===== src/sv/vnc_pkg.sv =====
// Shared types, constants and schedule tables of the nonlinear channel core.
package vnc_pkg;

  localparam int SAMPLE_WIDTH = 16;
  localparam int W = SAMPLE_WIDTH;
  localparam int TAPS = 5;
  localparam int FRAC = 15;
  localparam int XW = 20;
  localparam int PW = 2 * XW + 1;
  localparam int CW = 16;
  localparam int TW = XW + CW;
  localparam int AW = TW + 8;
  localparam int NOPS = 19;
  localparam int OPW = 5;
  localparam int CNTW = 3;
  localparam logic signed [XW-1:0] ONE_Q15 = XW'(32768);

  typedef logic signed [W-1:0] samp_t;

  typedef struct packed {
    logic signed [W-1:0] re;
    logic signed [W-1:0] im;
  } csamp_t;

  typedef struct packed {
    logic signed [XW-1:0] re;
    logic signed [XW-1:0] im;
  } cop_t;

  typedef struct packed {
    logic             pass;
    csamp_t [TAPS:0]  x;
  } job_t;

  typedef struct packed {
    logic full;
    logic empty;
  } fifo_stat_t;

  typedef enum logic [3:0] {
    SRC_X0, SRC_X1, SRC_X2, SRC_X3, SRC_X4, SRC_X5,
    SRC_ONE, SRC_SQ1, SRC_S5, SRC_C5
  } src_t;

  typedef enum logic [1:0] {DST_NONE, DST_SQ1, DST_S5, DST_C5} dst_t;

  typedef enum logic [2:0] {ST_IDLE, ST_MUL, ST_RND, ST_ACC, ST_FIN} state_t;

  typedef struct packed {
    state_t state;
  } back_stat_t;

  // First operand of each scheduled complex product.
  function automatic src_t op_a(input logic [OPW-1:0] op);
    src_t s;
    case (op)
      5'd0: s = SRC_X0;
      5'd1: s = SRC_X1;
      5'd2: s = SRC_X2;
      5'd3: s = SRC_X3;
      5'd4: s = SRC_X4;
      5'd5: s = SRC_X5;
      5'd6, 5'd7, 5'd8, 5'd9, 5'd10: s = SRC_X0;
      5'd11, 5'd12: s = SRC_X1;
      5'd13: s = SRC_X3;
      5'd14: s = SRC_X5;
      5'd15: s = SRC_S5;
      5'd16, 5'd17: s = SRC_X0;
      5'd18: s = SRC_X2;
      default: s = SRC_X0;
    endcase
    return s;
  endfunction

  // Second operand; the linear taps multiply by exactly one.
  function automatic src_t op_b(input logic [OPW-1:0] op);
    src_t s;
    case (op)
      5'd0, 5'd1, 5'd2, 5'd3, 5'd4, 5'd5: s = SRC_ONE;
      5'd6: s = SRC_X1;
      5'd7: s = SRC_X2;
      5'd8: s = SRC_X3;
      5'd9: s = SRC_X4;
      5'd10: s = SRC_X5;
      5'd11: s = SRC_X3;
      5'd12: s = SRC_X1;
      5'd13: s = SRC_SQ1;
      5'd14, 5'd15: s = SRC_X5;
      5'd16: s = SRC_C5;
      5'd17: s = SRC_X0;
      5'd18: s = SRC_X2;
      default: s = SRC_ONE;
    endcase
    return s;
  endfunction

  function automatic dst_t op_dst(input logic [OPW-1:0] op);
    dst_t d;
    case (op)
      5'd12: d = DST_SQ1;
      5'd14: d = DST_S5;
      5'd15: d = DST_C5;
      default: d = DST_NONE;
    endcase
    return d;
  endfunction

  // Q1.15 weights; x0*x2 carries both of its weights summed.
  function automatic logic signed [CW-1:0] op_coef(input logic [OPW-1:0] op);
    logic signed [CW-1:0] c;
    case (op)
      5'd0: c = 16'sd29491;
      5'd1: c = 16'sd3277;
      5'd2: c = 16'sd2949;
      5'd3: c = 16'sd2621;
      5'd4: c = 16'sd1638;
      5'd5: c = 16'sd983;
      5'd6: c = 16'sd426;
      5'd7: c = 16'sd1048;
      5'd8: c = 16'sd328;
      5'd9: c = 16'sd655;
      5'd10: c = 16'sd721;
      5'd11: c = 16'sd295;
      5'd12: c = 16'sd328;
      5'd13: c = 16'sd623;
      5'd16: c = 16'sd328;
      5'd17: c = 16'sd1638;
      5'd18: c = 16'sd1638;
      default: c = 16'sd0;
    endcase
    return c;
  endfunction

endpackage


===== src/sv/vnc_fifo.sv =====
// Two-entry job queue between the front and back parts.
module vnc_fifo (
  input  logic                clk,
  input  logic                rst_n,
  input  logic                push,
  input  vnc_pkg::job_t       din,
  input  logic                pop,
  output vnc_pkg::job_t       dout,
  output vnc_pkg::fifo_stat_t stat
);

  vnc_pkg::job_t mem_r [2];
  logic       wr_ptr_r, wr_ptr_nxt;
  logic       rd_ptr_r, rd_ptr_nxt;
  logic [1:0] cnt_r, cnt_nxt;

  always_comb begin
    wr_ptr_nxt = push ? ~wr_ptr_r : wr_ptr_r;
    rd_ptr_nxt = pop ? ~rd_ptr_r : rd_ptr_r;
    cnt_nxt = cnt_r + 2'(push) - 2'(pop);
  end

  always_ff @(posedge clk) begin
    if (!rst_n) begin
      wr_ptr_r <= 1'b0;
      rd_ptr_r <= 1'b0;
      cnt_r <= 2'd0;
    end else begin
      wr_ptr_r <= wr_ptr_nxt;
      rd_ptr_r <= rd_ptr_nxt;
      cnt_r <= cnt_nxt;
    end
  end

  always_ff @(posedge clk) begin
    if (push) begin
      mem_r[wr_ptr_r] <= din;
    end
  end

  assign dout = mem_r[rd_ptr_r];
  assign stat.full = (cnt_r == 2'd2);
  assign stat.empty = (cnt_r == 2'd0);

endmodule


===== config.mk =====
export PLATFORM = sky130hd
export DESIGN_NAME = vnc_fifo
export DESIGN_NICKNAME = d
export VERILOG_FILES = /design/src/sv/vnc_pkg.sv /design/src/sv/vnc_fifo.sv
export SDC_FILE = /design/constraint.sdc
export NUM_CORES = 1
export LEC_CHECK = 0
export BUFFER_PORTS_ARGS = -buffer_cell sky130_fd_sc_hd__buf_2
export CORE_MARGIN = 5
export CORE_UTILIZATION = 51
export DETAILED_ROUTE_END_ITERATION = 7
export PLACE_DENSITY = 0.78
export SYNTH_ARGS = -nofsm -noshare
export SYNTH_HDL_FRONTEND = slang
export SYNTH_SLANG_ARGS = --single-unit

===== constraint.sdc =====
create_clock -name clk -period 24.4 [get_ports clk]
set_clock_uncertainty 0.15 [all_clocks]
set_input_delay 1.22 -clock clk [delete_from_list [all_inputs] [get_ports clk]]
set_output_delay 1.22 -clock clk [all_outputs]
set_load 0.005 [all_outputs]

Word-level counts from Yosys, hierarchy flattened
Memories as Yosys holds them, arrays and structs flattened. A register that Yosys moved wholly into a read port is not among the register bits.
Index checks and enable logic that the tools add are counted.

storage, ports and cells
  memories = 1
  RAM bits = 386
  input port bits = 197
  register bits = 4
  output and inout bits = 195
  bits in latches = 0
  ROM bits = 0
  word-level logic and storage cells = 14

memories
  name   words  bits a word  rd ports  clocked after memory_dff  wr ports  line            RTL
  mem_r  2      193          1         1                         1         vnc_fifo.sv:12  vnc_pkg::job_t mem_r [2];

operators by class
  $mul = 0
  reduce and logical (&&, ||, !) cells = 1
  div/mod/pow operators = 0
  mux-type cells = 4
  bitwise gates (word level) = 2
  eq/ne operators = 1
  magnitude comparators = 0
  shift operators = 0
  $add $sub $neg = 2

operators with widths
  operator            number
  $mux 1              4
  $add 2x1->2         1
  $eq 2x2->1 const B  1
  $logic_not 2->1     1
  $not 1->1           2
  $sub 2x1->2         1

Depth between registers and ports, before layout
  depth in word-level cells = 3
  depth in mapped cells = 6

Least setup slack after synthesis
No wires, ideal clock.

  path type = input to register
  start = in push
  end = reg wr_ptr_r
  slack = 13894 ps
  path buffers = 0
  setup time = 98 ps
  data required time = 24152 ps
  data arrival time = 10258 ps
  stages = 2
  path through = nor2b_1 o21a_1

RTL lines
  element                 line            RTL
  start: declaration      vnc_fifo.sv:5   input logic push,
  end signal: assignment  vnc_fifo.sv:29  wr_ptr_r <= wr_ptr_nxt;
  end: declaration        vnc_fifo.sv:13  logic wr_ptr_r, wr_ptr_nxt;

==> impl_metrics.toml <==
[status]
outcome = "complete, no violations"

[floorplanning]
dieWidth_um = 177
io_pins = 392
core_um2 = 27600
row_count = 61
dieArea_um2 = 31200
start_util = 0.513
die_h_um = 177

[clocking]
cts_buffers = 39
cts_resized = 0
clock_latency_ns = 0.50
clk_pin_slew_ns = 0.06
cts_sinks = 391
htreeDepth = 2
clock_tree.root_cell = "clkbuf_16"
cts_tree = "built"
cts_hold_buf = 0
clock_tree.buffer_depth = 3
postCtsSetupRepairBufs = 0

[global_routing]
overflow = 0
grt_pass1_wl_um = 42300
grt_pass1_vias = 7786
track_usage = 0.175
grt_max_degree = 78
antenna_found_initial = 7

[timing]
fmax_ghz = 0.232
worst_slew_pin_slew_ns = 1.05
setup_viol = 0
slew_headroom = 0.297
finalSetupTns_ns = 0
setup_ws_ns = 20.08
finalHoldViolCount = 0
min_period_ns = 4.32
period_share = 0.177
rsz0062_at_grt = "false"
slew_violations = 0

[yosys]
synth_top_family_by_area = "multiplexers"
synth_compound_area_frac = 0.000530
synth-simple-area-share = 0.00380
syn_inst = 621
muxShareOfSynthArea = 0.153
synth_seq_cells = 391
ys_seq_area_frac = 0.825
synth_fa_ha_area_frac = 0.00177
ys_types = 14
ys_warn_count = 0
yosys.area.top_type = "edfxtp_1"
synth.cell_area_um2 = 14200
synth_area_leaders = "edfxtp_1, mux2_2, dfxtp_1"
synthXorXnorAreaFrac = 0.00221
yosysTopAreaCellShare = 0.818
syn_area_per_cell_um2 = 22.8
synthesis.nets = 820

[layout]
fin_cells = 1449
mostFrequentLayoutCells = "buf_2, edfxtp_1, mux2_2, clkbuf_16"
multi_input_area_um2 = 2300
nFillCells = 1950
syn2layout_area_growth_pct = 25.1
design_area_um2 = 17700
final_common_cell = "buf_2"
final-seq-area_um2 = 11700
drive_above_1_share = 0.606
fin_nets = 1238

[setup_path]
cp-start-kind = "register"
cp_max_fo = 77
slowest_delay_ns = 0.87
end_kind = "primary output"
crit_buf_inv = 2
worstPathRequired_ns = 23.03
crit_type = "reg2out"
cpMaxStageDelayCell = "dfxtp_4"
path_delay_family = "buffers and inverters"
cp.arrival_ns = 2.95
path_cells = "buf_4 -> mux2_2 -> buf_2"

[pwr]
p_seq_frac = 0.529
p_per_area_nw_per_um2 = 84.1
switching_share = 0.202
p_clk_frac = 0.381
p_int_uw = 1190
leakagePower_uw = 0.00664
switchingPower_uw = 302
max-vdd-ir-drop_mv = 0.0648
comb_power_share = 0.090

[placement]
dpl-instance-area_um2 = 16500
place_ws_ns = 20.57
hpwl_um = 19400
dp_cells = 1376
io_buffers = 391
place_congestion = 0.731

[drt]
drcViolationCount = 0
viasPerCell = 5.00
ant_nets = 0
vias = 7250
dr.pass1.iters = 4
wirelength_um = 28400
detail_route.wl_per_cell_um = 19.6
first_iter_violations = 387

[flow_run]
max-cap-violations = 0

[hold_path]
hold_path.class = "reg2reg"
-- per-layer routing --
layer | part of all wire | GRT usage | vias to the layer above
li1 | - | - | 3330
met1 | 0.35 | 0.196 | 3551
met2 | 0.52 | 0.308 | 297
met3 | 0.097 | 0.0656 | 64
met4 | 0.031 | 0.0613 | 8
met5 | 0.0017 | 0 | -
-- synthesized netlist by cell type (all sizes together) --
cell / instances
and2: 4
buf: 21
xnor3: 1
ha: 2
xor2: 1
o21a: 1
nor2: 1
mux2: 193
dfxtp: 5
inv: 2
nor2b: 4
edfxtp: 386
-- tightest hold or removal path, cell delays in order, from the launching register on --
cell and delay, ns:
dfxtp_1 0.32, xor2_1 0.08, and2_1 0.15
-- power by group through the flow --
| stage | Clock (uW) | Combinational [uW] | Sequential, uW |
|---|---|---|---|
| final | 569 | 134 | 789 |
| after global routing | 614 | 145 | 792 |
| after CTS | 582 | 136 | 790 |
| after detailed placement | 0 | 135 | 804 |
| after global placement | 0 | 132 | 801 |
| after floorplan | 0 | 73.7 | 805 |
-- sequential cells by signal, indices dropped and copies added, names as in the netlist, named ones only --
register,count
rd_ptr_r,1
mem_r,386
wr_ptr_r,1
cnt_r,2
-- per-stage QoR --
step	util	hold slack, ns	total power, uW
2_1_floorplan	-	0.405	879
3_3_place_gp	0.597	0.409	934
3_5_place_dp	0.597	0.424	939
4_1_cts	0.641	0.441	1510
5_1_grt	0.642	0.462	1550
6_report	0.642	0.439	1490
-- final timing paths --
path / slack [ns] / cells after the start / endpoint / startpoint
worst max-delay path: 20.08 / 3 / dout[102] / register
worst min-delay path: 0.44 / 2 / register / rd_ptr_r$_SDFFE_PN0P_
worst max register to register: 21.63 / 3 / mem_r[0][176]$_DFFE_PP_ / wr_ptr_r$_SDFFE_PN0P_
worst min register to register: 0.44 / 2 / register / rd_ptr_r$_SDFFE_PN0P_
-- area by class of cell --
class	count	share of cell area
timing repair buffer	398	0.113
inverter	2	0.000423
tap	378	0.0267
clock buffer	51	0.0611
antenna	5	0.000706
multi-input combinational	207	0.130
sequential	391	0.659
clock inverter	17	0.00861
-- logic make-up after synthesis --
kind of cell	Yosys count
DFF	391
muxes	193
buffers and inverters	23
and+or+nand+nor	9
xor gates and xnor gates	2
adders and majority gates	2
AOI/OAI and AO/OA	1
Note: power is estimated with default switching activity, not from simulation.
