==> config.mk <==
export PLATFORM = sky130hd
export DESIGN_NAME = vnc_front_flat
export DESIGN_NICKNAME = d
export VERILOG_FILES = /design/src/sv/vnc_pkg.sv /design/src/sv/vnc_in_if.sv /design/src/sv/vnc_front.sv /design/src/flat_wrapper.sv
export SDC_FILE = /design/constraint.sdc
export NUM_CORES = 1
export LEC_CHECK = 0
export BUFFER_PORTS_ARGS = -buffer_cell sky130_fd_sc_hd__buf_2
export CELL_PAD_IN_SITES_DETAIL_PLACEMENT = 0
export CELL_PAD_IN_SITES_GLOBAL_PLACEMENT = 2
export CORE_UTILIZATION = 30
export DETAILED_ROUTE_END_ITERATION = 8
export HOLD_SLACK_MARGIN = 0.08
export PLACE_DENSITY = 0.77
export SKIP_CTS_REPAIR_TIMING = 1
export SLEW_MARGIN = 30
export SYNTH_ARGS = -nofsm -noshare
export SYNTH_HDL_FRONTEND = slang
export SYNTH_SLANG_ARGS = --single-unit
==> constraint.sdc <==
create_clock -name clk -period 4.8 [get_ports clk]
set_input_delay 0.48 -clock clk [delete_from_list [all_inputs] [get_ports clk]]
set_output_delay 0.48 -clock clk [all_outputs]
set_load 0.01 [all_outputs]
==> src/sv/vnc_pkg.sv <==
// Shared types, constants and schedule tables of the nonlinear channel core.
package vnc_pkg;

  localparam int SAMPLE_WIDTH = 16;
  localparam int W = SAMPLE_WIDTH;
  localparam int TAPS = 5;
  localparam int FRAC = 15;
  localparam int XW = 20;
  localparam int PW = 2 * XW + 1;
  localparam int CW = 16;
  localparam int TW = XW + CW;
  localparam int AW = TW + 8;
  localparam int NOPS = 19;
  localparam int OPW = 5;
  localparam int CNTW = 3;
  localparam logic signed [XW-1:0] ONE_Q15 = XW'(32768);

  typedef logic signed [W-1:0] samp_t;

  typedef struct packed {
    logic signed [W-1:0] re;
    logic signed [W-1:0] im;
  } csamp_t;

  typedef struct packed {
    logic signed [XW-1:0] re;
    logic signed [XW-1:0] im;
  } cop_t;

  typedef struct packed {
    logic             pass;
    csamp_t [TAPS:0]  x;
  } job_t;

  typedef struct packed {
    logic full;
    logic empty;
  } fifo_stat_t;

  typedef enum logic [3:0] {
    SRC_X0, SRC_X1, SRC_X2, SRC_X3, SRC_X4, SRC_X5,
    SRC_ONE, SRC_SQ1, SRC_S5, SRC_C5
  } src_t;

  typedef enum logic [1:0] {DST_NONE, DST_SQ1, DST_S5, DST_C5} dst_t;

  typedef enum logic [2:0] {ST_IDLE, ST_MUL, ST_RND, ST_ACC, ST_FIN} state_t;

  typedef struct packed {
    state_t state;
  } back_stat_t;

  // First operand of each scheduled complex product.
  function automatic src_t op_a(input logic [OPW-1:0] op);
    src_t s;
    case (op)
      5'd0: s = SRC_X0;
      5'd1: s = SRC_X1;
      5'd2: s = SRC_X2;
      5'd3: s = SRC_X3;
      5'd4: s = SRC_X4;
      5'd5: s = SRC_X5;
      5'd6, 5'd7, 5'd8, 5'd9, 5'd10: s = SRC_X0;
      5'd11, 5'd12: s = SRC_X1;
      5'd13: s = SRC_X3;
      5'd14: s = SRC_X5;
      5'd15: s = SRC_S5;
      5'd16, 5'd17: s = SRC_X0;
      5'd18: s = SRC_X2;
      default: s = SRC_X0;
    endcase
    return s;
  endfunction

  // Second operand; the linear taps multiply by exactly one.
  function automatic src_t op_b(input logic [OPW-1:0] op);
    src_t s;
    case (op)
      5'd0, 5'd1, 5'd2, 5'd3, 5'd4, 5'd5: s = SRC_ONE;
      5'd6: s = SRC_X1;
      5'd7: s = SRC_X2;
      5'd8: s = SRC_X3;
      5'd9: s = SRC_X4;
      5'd10: s = SRC_X5;
      5'd11: s = SRC_X3;
      5'd12: s = SRC_X1;
      5'd13: s = SRC_SQ1;
      5'd14, 5'd15: s = SRC_X5;
      5'd16: s = SRC_C5;
      5'd17: s = SRC_X0;
      5'd18: s = SRC_X2;
      default: s = SRC_ONE;
    endcase
    return s;
  endfunction

  function automatic dst_t op_dst(input logic [OPW-1:0] op);
    dst_t d;
    case (op)
      5'd12: d = DST_SQ1;
      5'd14: d = DST_S5;
      5'd15: d = DST_C5;
      default: d = DST_NONE;
    endcase
    return d;
  endfunction

  // Q1.15 weights; x0*x2 carries both of its weights summed.
  function automatic logic signed [CW-1:0] op_coef(input logic [OPW-1:0] op);
    logic signed [CW-1:0] c;
    case (op)
      5'd0: c = 16'sd29491;
      5'd1: c = 16'sd3277;
      5'd2: c = 16'sd2949;
      5'd3: c = 16'sd2621;
      5'd4: c = 16'sd1638;
      5'd5: c = 16'sd983;
      5'd6: c = 16'sd426;
      5'd7: c = 16'sd1048;
      5'd8: c = 16'sd328;
      5'd9: c = 16'sd655;
      5'd10: c = 16'sd721;
      5'd11: c = 16'sd295;
      5'd12: c = 16'sd328;
      5'd13: c = 16'sd623;
      5'd16: c = 16'sd328;
      5'd17: c = 16'sd1638;
      5'd18: c = 16'sd1638;
      default: c = 16'sd0;
    endcase
    return c;
  endfunction

endpackage

==> src/sv/vnc_in_if.sv <==
// Input sample channel: valid, ready and one complex input word.
interface vnc_in_if;
  logic              valid;
  logic              ready;
  vnc_pkg::samp_t    sample_re;
  vnc_pkg::samp_t    sample_im;
  modport source (output valid, output sample_re, output sample_im, input ready);
  modport sink (input valid, input sample_re, input sample_im, output ready);
endinterface

==> src/sv/vnc_front.sv <==
// Front part: accepts samples, keeps the history and warm-up count, classifies jobs.
module vnc_front (
  input  logic                clk,
  input  logic                rst_n,
  input  logic                cfg_we,
  input  logic                cfg_wdata,
  vnc_in_if.sink              in_s,
  input  vnc_pkg::fifo_stat_t fstat,
  output logic                push,
  output vnc_pkg::job_t       job
);

  vnc_pkg::csamp_t                 hist_r [vnc_pkg::TAPS];
  logic [vnc_pkg::CNTW-1:0]        cnt_r, cnt_nxt;
  logic                            en_r;
  vnc_pkg::csamp_t                 cur;

  assign in_s.ready = !fstat.full;
  assign push = in_s.valid && !fstat.full;
  assign cur.re = in_s.sample_re;
  assign cur.im = in_s.sample_im;

  always_comb begin
    job.pass = !en_r || (cnt_r < vnc_pkg::CNTW'(vnc_pkg::TAPS));
    job.x[0] = cur;
    for (int k = 1; k <= vnc_pkg::TAPS; k++) begin
      job.x[k] = hist_r[k-1];
    end
    cnt_nxt = (cnt_r < vnc_pkg::CNTW'(vnc_pkg::TAPS)) ? cnt_r + 1'b1 : cnt_r;
  end

  always_ff @(posedge clk) begin
    if (!rst_n) begin
      en_r <= 1'b1;
      cnt_r <= '0;
      for (int k = 0; k < vnc_pkg::TAPS; k++) begin
        hist_r[k] <= '0;
      end
    end else begin
      if (cfg_we) begin
        en_r <= cfg_wdata;
      end
      if (push) begin
        cnt_r <= cnt_nxt;
        hist_r[0] <= cur;
        for (int k = 1; k < vnc_pkg::TAPS; k++) begin
          hist_r[k] <= hist_r[k-1];
        end
      end
    end
  end

endmodule

==> src/flat_wrapper.sv <==
// flat-port wrapper written by rule: the top's interface ports become plain ports
module vnc_front_flat 
  (clk, rst_n, cfg_we, cfg_wdata, fstat, push, job, in_s_valid, in_s_sample_re, in_s_sample_im, in_s_ready);
  vnc_in_if in_s_i ();
  input  logic clk;
  input  logic rst_n;
  input  logic cfg_we;
  input  logic cfg_wdata;
  input  vnc_pkg::fifo_stat_t fstat;
  output logic push;
  output vnc_pkg::job_t job;
  input wire logic [$bits(in_s_i.valid)-1:0] in_s_valid;
  input wire logic [$bits(in_s_i.sample_re)-1:0] in_s_sample_re;
  input wire logic [$bits(in_s_i.sample_im)-1:0] in_s_sample_im;
  output wire logic [$bits(in_s_i.ready)-1:0] in_s_ready;
  assign in_s_i.valid = in_s_valid;
  assign in_s_i.sample_re = in_s_sample_re;
  assign in_s_i.sample_im = in_s_sample_im;
  assign in_s_ready = in_s_i.ready;
  vnc_front u_core (.clk(clk), .rst_n(rst_n), .cfg_we(cfg_we), .cfg_wdata(cfg_wdata), .in_s(in_s_i), .fstat(fstat), .push(push), .job(job));
endmodule
; ---- Word level (Yosys, flattened, before mapping)
; Memory sizes are Yosys's and may differ from the RTL's.
; Cells that the tools add are included.
[op_classes]
add_sub_neg = 1
order_cmp = 1
mux = 9
n_bitwise = 5
n_reduce_logical = 5
[op_table]
columns = cell, count
row1 = 32-bit 2-to-1 mux, 5
row2 = 1-bit OR, 5
row3 = 1-bit 2-to-1 mux, 4
row4 = 3-bit by 1-bit adder with 3-bit output (second input constant), 1
row5 = 3-bit < comparator (second input constant), 1
row6 = 1-bit zero test, 2
row7 = 2-bit AND reduction, 1
row8 = 1-bit logical AND, 1
row9 = 1-bit logical OR, 1
[word_totals]
ff_bits = 4
ramBits = 160
input_bits = 39
word_cells = 24
memories = 1
[memory_table]
columns = name, words, word_bits, rd, rd_clocked_by_memory_dff, wr, line_no
row1 = u_core.hist_r, 5, 32, 5, 0, 5, vnc_front.sv:13  ; vnc_pkg::csamp_t hist_r [vnc_pkg::TAPS];

; ---- Logic depth before layout (Yosys ltp)
; Gate-level depths: netlist (run 1).
[logic_depth]
word_depth = 6
mapped_depth = 6

; ---- Worst setup path after synthesis (run 1)
; Ideal clock, no wire load.
[synth_path]
path_kind = in2reg
startpoint = in rst_n
endpoint = mem u_core.hist_r[0][0] in the netlist's numbering, enable pin
setup_time_ns = 1.329
arrival_ns = 3.445
t_required_ns = 3.471
setup_slack_ns = 0.025
stages = 3
cell_sequence = buf_4 > clkbuf_1 > nand2_1
[synth_rtl]
columns = item, line_no
row1 = "start, declared", flat_wrapper.sv:6  ; input logic rst_n;
row2 = "end, declared", vnc_front.sv:13

; ---- Worst setup path after layout (run 1)
[layout_path]
startpoint = in fstat[1] in the netlist's numbering
endpoint = out push
[layout_between]
elab_chain_len = 2
[layout_lines]
columns = item, line_no
row1 = "start, declared", flat_wrapper.sv:9  ; input vnc_pkg::fifo_stat_t fstat;
row2 = 1-bit zero test, vnc_front.sv:19  ; assign push = in_s.valid && !fstat.full;
row3 = 1-bit logical AND, vnc_front.sv:19
row4 = "end, declared", flat_wrapper.sv:10  ; output logic push;
; No other way between the ends.

==> impl_metrics.json, run 1 <==
{
  "status": "finished clean",
  "totalWireLength_mm": 14.4,
  "p_seq_share_pct": 50.9,
  "fp.dieH_um": 149,
  "max_stage_delay_ps": 670,
  "post-place-cells": 853,
  "power.internal_mw": 2.62,
  "clock_latency_ps": 420,
  "drc": 0,
  "htreeDepth": 4,
  "grt_pass1_wl_mm": 21.2,
  "crit_buf_inv": 3,
  "area_growth_pct": 26.0,
  "vias": 3933,
  "clockRootBuffer": "clkbuf_16",
  "cts_sinks": 164,
  "diodes": 0,
  "synthSimpleGateAreaFrac_pct": 16.2,
  "finalHoldViolations": 0,
  "critPathKind": "in2out",
  "drv_cap": 0,
  "syn_nets": 451,
  "peakVddDrop_uv": 216,
  "rows": 53,
  "ys_ff_latch": 164,
  "worst_slack_ps": 2580,
  "netlist_instances": 411,
  "io-pin-count": 234,
  "clockPowerShare_pct": 41.1,
  "crit_chain": "buf_2, nand2b_4, inv_6, buf_2",
  "grt_setup_unrepaired": "false",
  "wl_per_cell_um": 16.3,
  "track_usage_pct": 12.8,
  "first_pass_iters": 5,
  "port-buffer-count": 232,
  "grt_pass1_vias": 3661,
  "fin_util_pct": 38.7,
  "dpl_worst_slack_ps": 2270,
  "worstPathRequired_ps": 4320,
  "drive_above_1_share_pct": 43.7,
  "finalCritPeriodShare_pct": 46.3,
  "vias_per_cell": 4.46,
  "comb_power_share_pct": 8.0,
  "cp_common_cell": "buf_2",
  "power_switching_mw": 0.735,
  "hold_class": "in2reg",
  "antenna_left": 0,
  "fin_skew_ps": 7.47,
  "grt_overflow_total": 0,
  "fmax_mhz": 450,
  "numCtsBuffers": 17,
  "clk_pin_slew_ps": 60,
  "cts_tree": "yes",
  "ys_types": 22,
  "nets": 637,
  "dp_hpwl_mm": 9.60,
  "synth_mux_area_share_pct": 0.155,
  "swShare_pct": 21.9,
  "cts_buffer_depth": 2,
  "syn_avg_cell_area_um2": 15.7,
  "worst_setup_path_end_kind": "output pin",
  "synthAdderAreaFrac_pct": 0.193,
  "leakagePower_nw": 4.04,
  "tns_ps": 0,
  "path_delay_family": "buffers and inverters",
  "crit_slowest_cell": "inv_6",
  "rrSetupSlack_ps": 3710,
  "fin_cells": 882,
  "syn-cell-area_um2": 6470,
  "critPathArrivalTime_ps": 1740,
  "synth_top_family_by_area": "simple AND/OR/NAND/NOR gates",
  "dieArea_um2": 22200,
  "maxSlewViolCount": 0,
  "gp_congestion": 0.746,
  "tightest_slew_ps": 910,
  "period_needed_ps": 2220,
  "yosys_warnings": 0,
  "drtIter0Drc": 302,
  "crit_path_start_kind": "input port",
  "seq_area_frac_synth_pct": 75.5,
  "die_w_um": 149,
  "max-slew-margin-rel_pct": 39.3,
  "core_um2": 21100,
  "grt_max_degree": 164,
  "critical_path.max_fanout": 163,
  "start_util_pct": 30.7,
  "antenna_found_initial": 0,
  "setup_viol": 0,
  "synth-xor-area-share_pct": 0,
  "powerDensity_nw_per_um2": 412,
  "fill_cells": 2025,
  "synth_compound_area_share_pct": 0.696
}
-- final timing paths --
check,start,end,cells past startpoint
worst max register to register,u_core.cnt_r[0],u_core.cnt_r[2],4
worst max-delay path,fstat[1],push,4
worst min-delay path,cfg_wdata,u_core.en_r,3
worst min register to register,u_core.en_r,u_core.en_r,2
-- worst register-to-register path, delay by kind of cell (launching register included) --
| kind | cells | cell delay (ps) |
|---|---|---|
| flops | 1 | 420 |
| simple gates | 3 | 360 |
| fa+ha+maj | 1 | 200 |
-- sequential cells by signal (all words and copies together) (netlist names) --
name,cells
u_core.en_r,1
u_core.hist_r,160
u_core.cnt_r,3
-- cell usage after synthesis (all sizes together) --
library cell	n	area share (%)
a21oi	3	0.29
and3	160	15
nor4	1	0.097
buf	42	5.5
a211o	1	0.14
nand3	1	0.15
ha	1	0.19
nand2	4	0.23
nand2b	1	0.21
o21ai	2	0.15
inv	3	0.25
dfxtp	4	1.2
o211ai	1	0.12
nor3	1	0.077
edfxtp	160	74
clkbuf	25	1.5
mux2i	1	0.15
-- cells by family after synthesis --
logic type      after synthesis
fa+ha+maj                     1
compound gates                7
simple gates                168
mux                           1
flops                       164
buf+inv                      70
-- power groups by stage --
stage	clock, mW	sequential (mW)	combinational (mW)
after global routing	1.47	1.72	0.292
after floorplan	0	1.79	0.109
final	1.38	1.71	0.270
after global placement	0	1.74	0.272
after detailed placement	0	1.74	0.276
after CTS	1.41	1.71	0.276
-- metal layers --
layer	track usage (%)	routed length, um	up-vias
met3	3.27	671	16
met4	5.77	274	0
met1	16.4	6380	1898
met5	0	0	-
met2	20.5	7070	131
li1	-	-	1888
-- area by class of cell --
type	count	area, um^2	share of cell area (%)
clock inverter	10	160	1.96
tap	275	344	4.22
clock buffer	19	433	5.31
inverter	3	16.3	0.199
multi-input combinational	177	1130	13.8
timing repair buffer	234	1190	14.6
sequential	164	4880	59.9
-- stage by stage --
step | total power [mW] | cell area (um^2) | hold slack, ps
2_1_floorplan | 1.90 | 6470 | 442
3_3_place_gp | 2.01 | 7560 | 498
3_5_place_dp | 2.02 | 7560 | 500
4_1_cts | 3.40 | 8160 | 254
5_1_grt | 3.49 | 8160 | 274
6_report | 3.36 | 8160 | 276
-- cells in the final DEF (no fill, tap or decap) --
master	instances
ha_1	1
nand3_2	1
nand2b_4	1
edfxtp_1	160
nand2_1	3
buf_2	231
inv_1	2
a21oi_2	1
inv_6	1
clkinvlp_4	3
a211o_1	1
clkinv_1	1
and3_1	160
clkbuf_16	17
clkinv_2	1
o211ai_1	1
bufinv_16	4
mux2i_1	1
dfxtp_1	4
o21ai_0	2
a21oi_1	2
buf_12	1
clkinv_4	1
clkbuf_1	2
buf_4	2
nand2_4	1
nor3_1	1
nor4_1	1
No activity file was read; power rests on OpenSTA's default activity.
==> run 2, diff against run 1 <==
--- a/config.mk
+++ b/config.mk
@@ -8,10 +8,10 @@
 export BUFFER_PORTS_ARGS = -buffer_cell sky130_fd_sc_hd__buf_2
 export CELL_PAD_IN_SITES_DETAIL_PLACEMENT = 0
 export CELL_PAD_IN_SITES_GLOBAL_PLACEMENT = 2
-export CORE_UTILIZATION = 30
+export CORE_UTILIZATION = 33
 export DETAILED_ROUTE_END_ITERATION = 8
 export HOLD_SLACK_MARGIN = 0.08
-export PLACE_DENSITY = 0.77
+export PLACE_DENSITY = 0.81
 export SKIP_CTS_REPAIR_TIMING = 1
 export SLEW_MARGIN = 30
 export SYNTH_ARGS = -nofsm -noshare
==> constraint.sdc (replaced) <==
create_clock -name clk -period 2.3 [get_ports clk]
set_input_delay 0.23 -clock clk [delete_from_list [all_inputs] [get_ports clk]]
set_output_delay 0.23 -clock clk [all_outputs]
set_load 0.01 [all_outputs]
==> run 2 against run 1 <==
Compared with the run above:
- die area is 9.0% lower
- largest cell class unchanged
- combinational power increased by 120%
- via count grew 0.38%
- clock power up 85%
- clock-buffer cell count increased by 1
- non-clock buffer count increased by 8
- global-route usage increased by 1.4 points
- critical path type unchanged
- worst hold slack worse by 140 ps
- sequential power grew 110%
- sequential cell count unchanged
- total power increased by 100%
==> impl_metrics.json, run 2 (synthesized netlist as in run 1, its figures left out) <==
{
  "crit_chain": "buf_2, nand2b_4, inv_6, buf_2",
  "grt_pass1_wl_mm": 21.5,
  "fill_cells": 1767,
  "diodes": 0,
  "top_usage_layer": "met2",
  "grtUsageMet1_pct": 17.7,
  "grt_setup_unrepaired": "false",
  "grt_max_degree": 163,
  "dp_hpwl_mm": 9.82,
  "io-pin-count": 234,
  "htreeDepth": 4,
  "status": "finished clean",
  "worst_hold_slack_ps": 131,
  "cts_tree": "yes",
  "tns_ps": 0,
  "clockRootBuffer": "clkbuf_16",
  "grt_overflow_total": 0,
  "fmax_mhz": 688,
  "max_stage_delay_ps": 440,
  "crit_buf_inv": 3,
  "powerDensity_nw_per_um2": 819,
  "core_um2": 19000,
  "worstPathRequired_ps": 2070,
  "grt_pass1_vias": 3806,
  "fin_util_pct": 43.2,
  "crit_slowest_cell": "inv_6",
  "total_power_mw": 6.70,
  "critPathArrivalTime_ps": 1220,
  "gp_congestion": 0.752,
  "hold_class": "in2reg",
  "critical_path.max_fanout": 94,
  "drc": 0,
  "nets": 645,
  "fp.dieH_um": 142,
  "critPathKind": "in2out",
  "crit_path_start_kind": "input port",
  "vias": 3948,
  "drv_cap": 0,
  "port-buffer-count": 232,
  "peakVddDrop_uv": 461,
  "leakagePower_nw": 4.07,
  "wl_per_cell_um": 16.4,
  "finalHoldViolations": 0,
  "die_w_um": 142,
  "cts_sinks": 164,
  "drtIter0Drc": 297,
  "fin_skew_ps": 8.81,
  "reg_top3": "u_core.hist_r (160), u_core.cnt_r (3), u_core.en_r (1)",
  "dieArea_um2": 20200,
  "rows": 50,
  "use_met2_pct": 23.7,
  "maxSlewViolCount": 0,
  "setup_viol": 0,
  "max-slew-margin-rel_pct": 61.9,
  "period_needed_ps": 1450,
  "mostFrequentLayoutCells": "buf_2 (231), and3_1 (160), edfxtp_1 (160)",
  "numCtsBuffers": 17,
  "path_delay_family": "buffers and inverters",
  "clock_latency_ps": 420,
  "antenna_left": 0,
  "layout_commonest_cell": "buf_2",
  "cts_buffer_depth": 2,
  "clk_pin_slew_ps": 60,
  "area_growth_pct": 26.4,
  "track_usage_pct": 14.2,
  "finalCritPeriodShare_pct": 63.2,
  "start_util_pct": 34.1,
  "met3_usage_pct": 3.33,
  "drive_above_1_share_pct": 43.9,
  "largest_reg_flops": 160,
  "cp_common_cell": "buf_2",
  "top_register": "u_core.hist_r",
  "worst_setup_path_end_kind": "output pin",
  "tightest_slew_ps": 571,
  "vias_per_cell": 4.50,
  "antenna_found_initial": 0,
  "first_pass_iters": 4,
  "totalWireLength_mm": 14.4
}
run 2: worst register-to-register path: stages (launching register included):
cell	delay, ps
dfxtp_1	320
mux2i_1	110
dlygate4sd3_1	560
nand2_1	50
run 2: where the power goes:
part	total [mW]	leakage (nW)	internal, mW	switching (mW)
Sequential	3.56	1.73	3.48	0.0817
Clock	2.55	0.251	1.47	1.08
Combinational	0.591	2.09	0.220	0.371
Total	6.70	4.07	5.17	1.54
run 2: worst paths after layout:
kind,start,end,slack (ps),cells past startpoint
worst max register to register,u_core.en_r,u_core.en_r,1130,3
worst min-delay path,in_s_sample_im[10],u_core.hist_r[0][10],130,2
worst max-delay path,fstat[1],push,850,4
worst min register to register,u_core.cnt_r[0],u_core.cnt_r[0],570,2
run 2: final cells by class:
type	count	area [um^2]	share of cell area, %
inverters	3	16.3	0.199
flip-flops and latches	164	4880	59.7
clock buffers	20	437	5.34
multi-input cells	177	1130	13.9
repair buffers	242	1290	15.8
well taps	260	325	3.98
clock inverters	11	88.8	1.09
run 2: routing by layer:
metal / routed length, um / up-vias
li1: - / 1909
met1: 6140 / 1901
met2: 7360 / 126
met3: 664 / 12
met4: 212 / 0
met5: 0 / -
run 2: per-stage QoR:
step                cell area (um^2)  setup slack [ps]  instances
global route                    8180               779        877
detailed placement              7630               658        844
CTS                             8160               834        875
global placement                7630               727        844
floorplan                       6480               216        411
finish                          8180               846        877
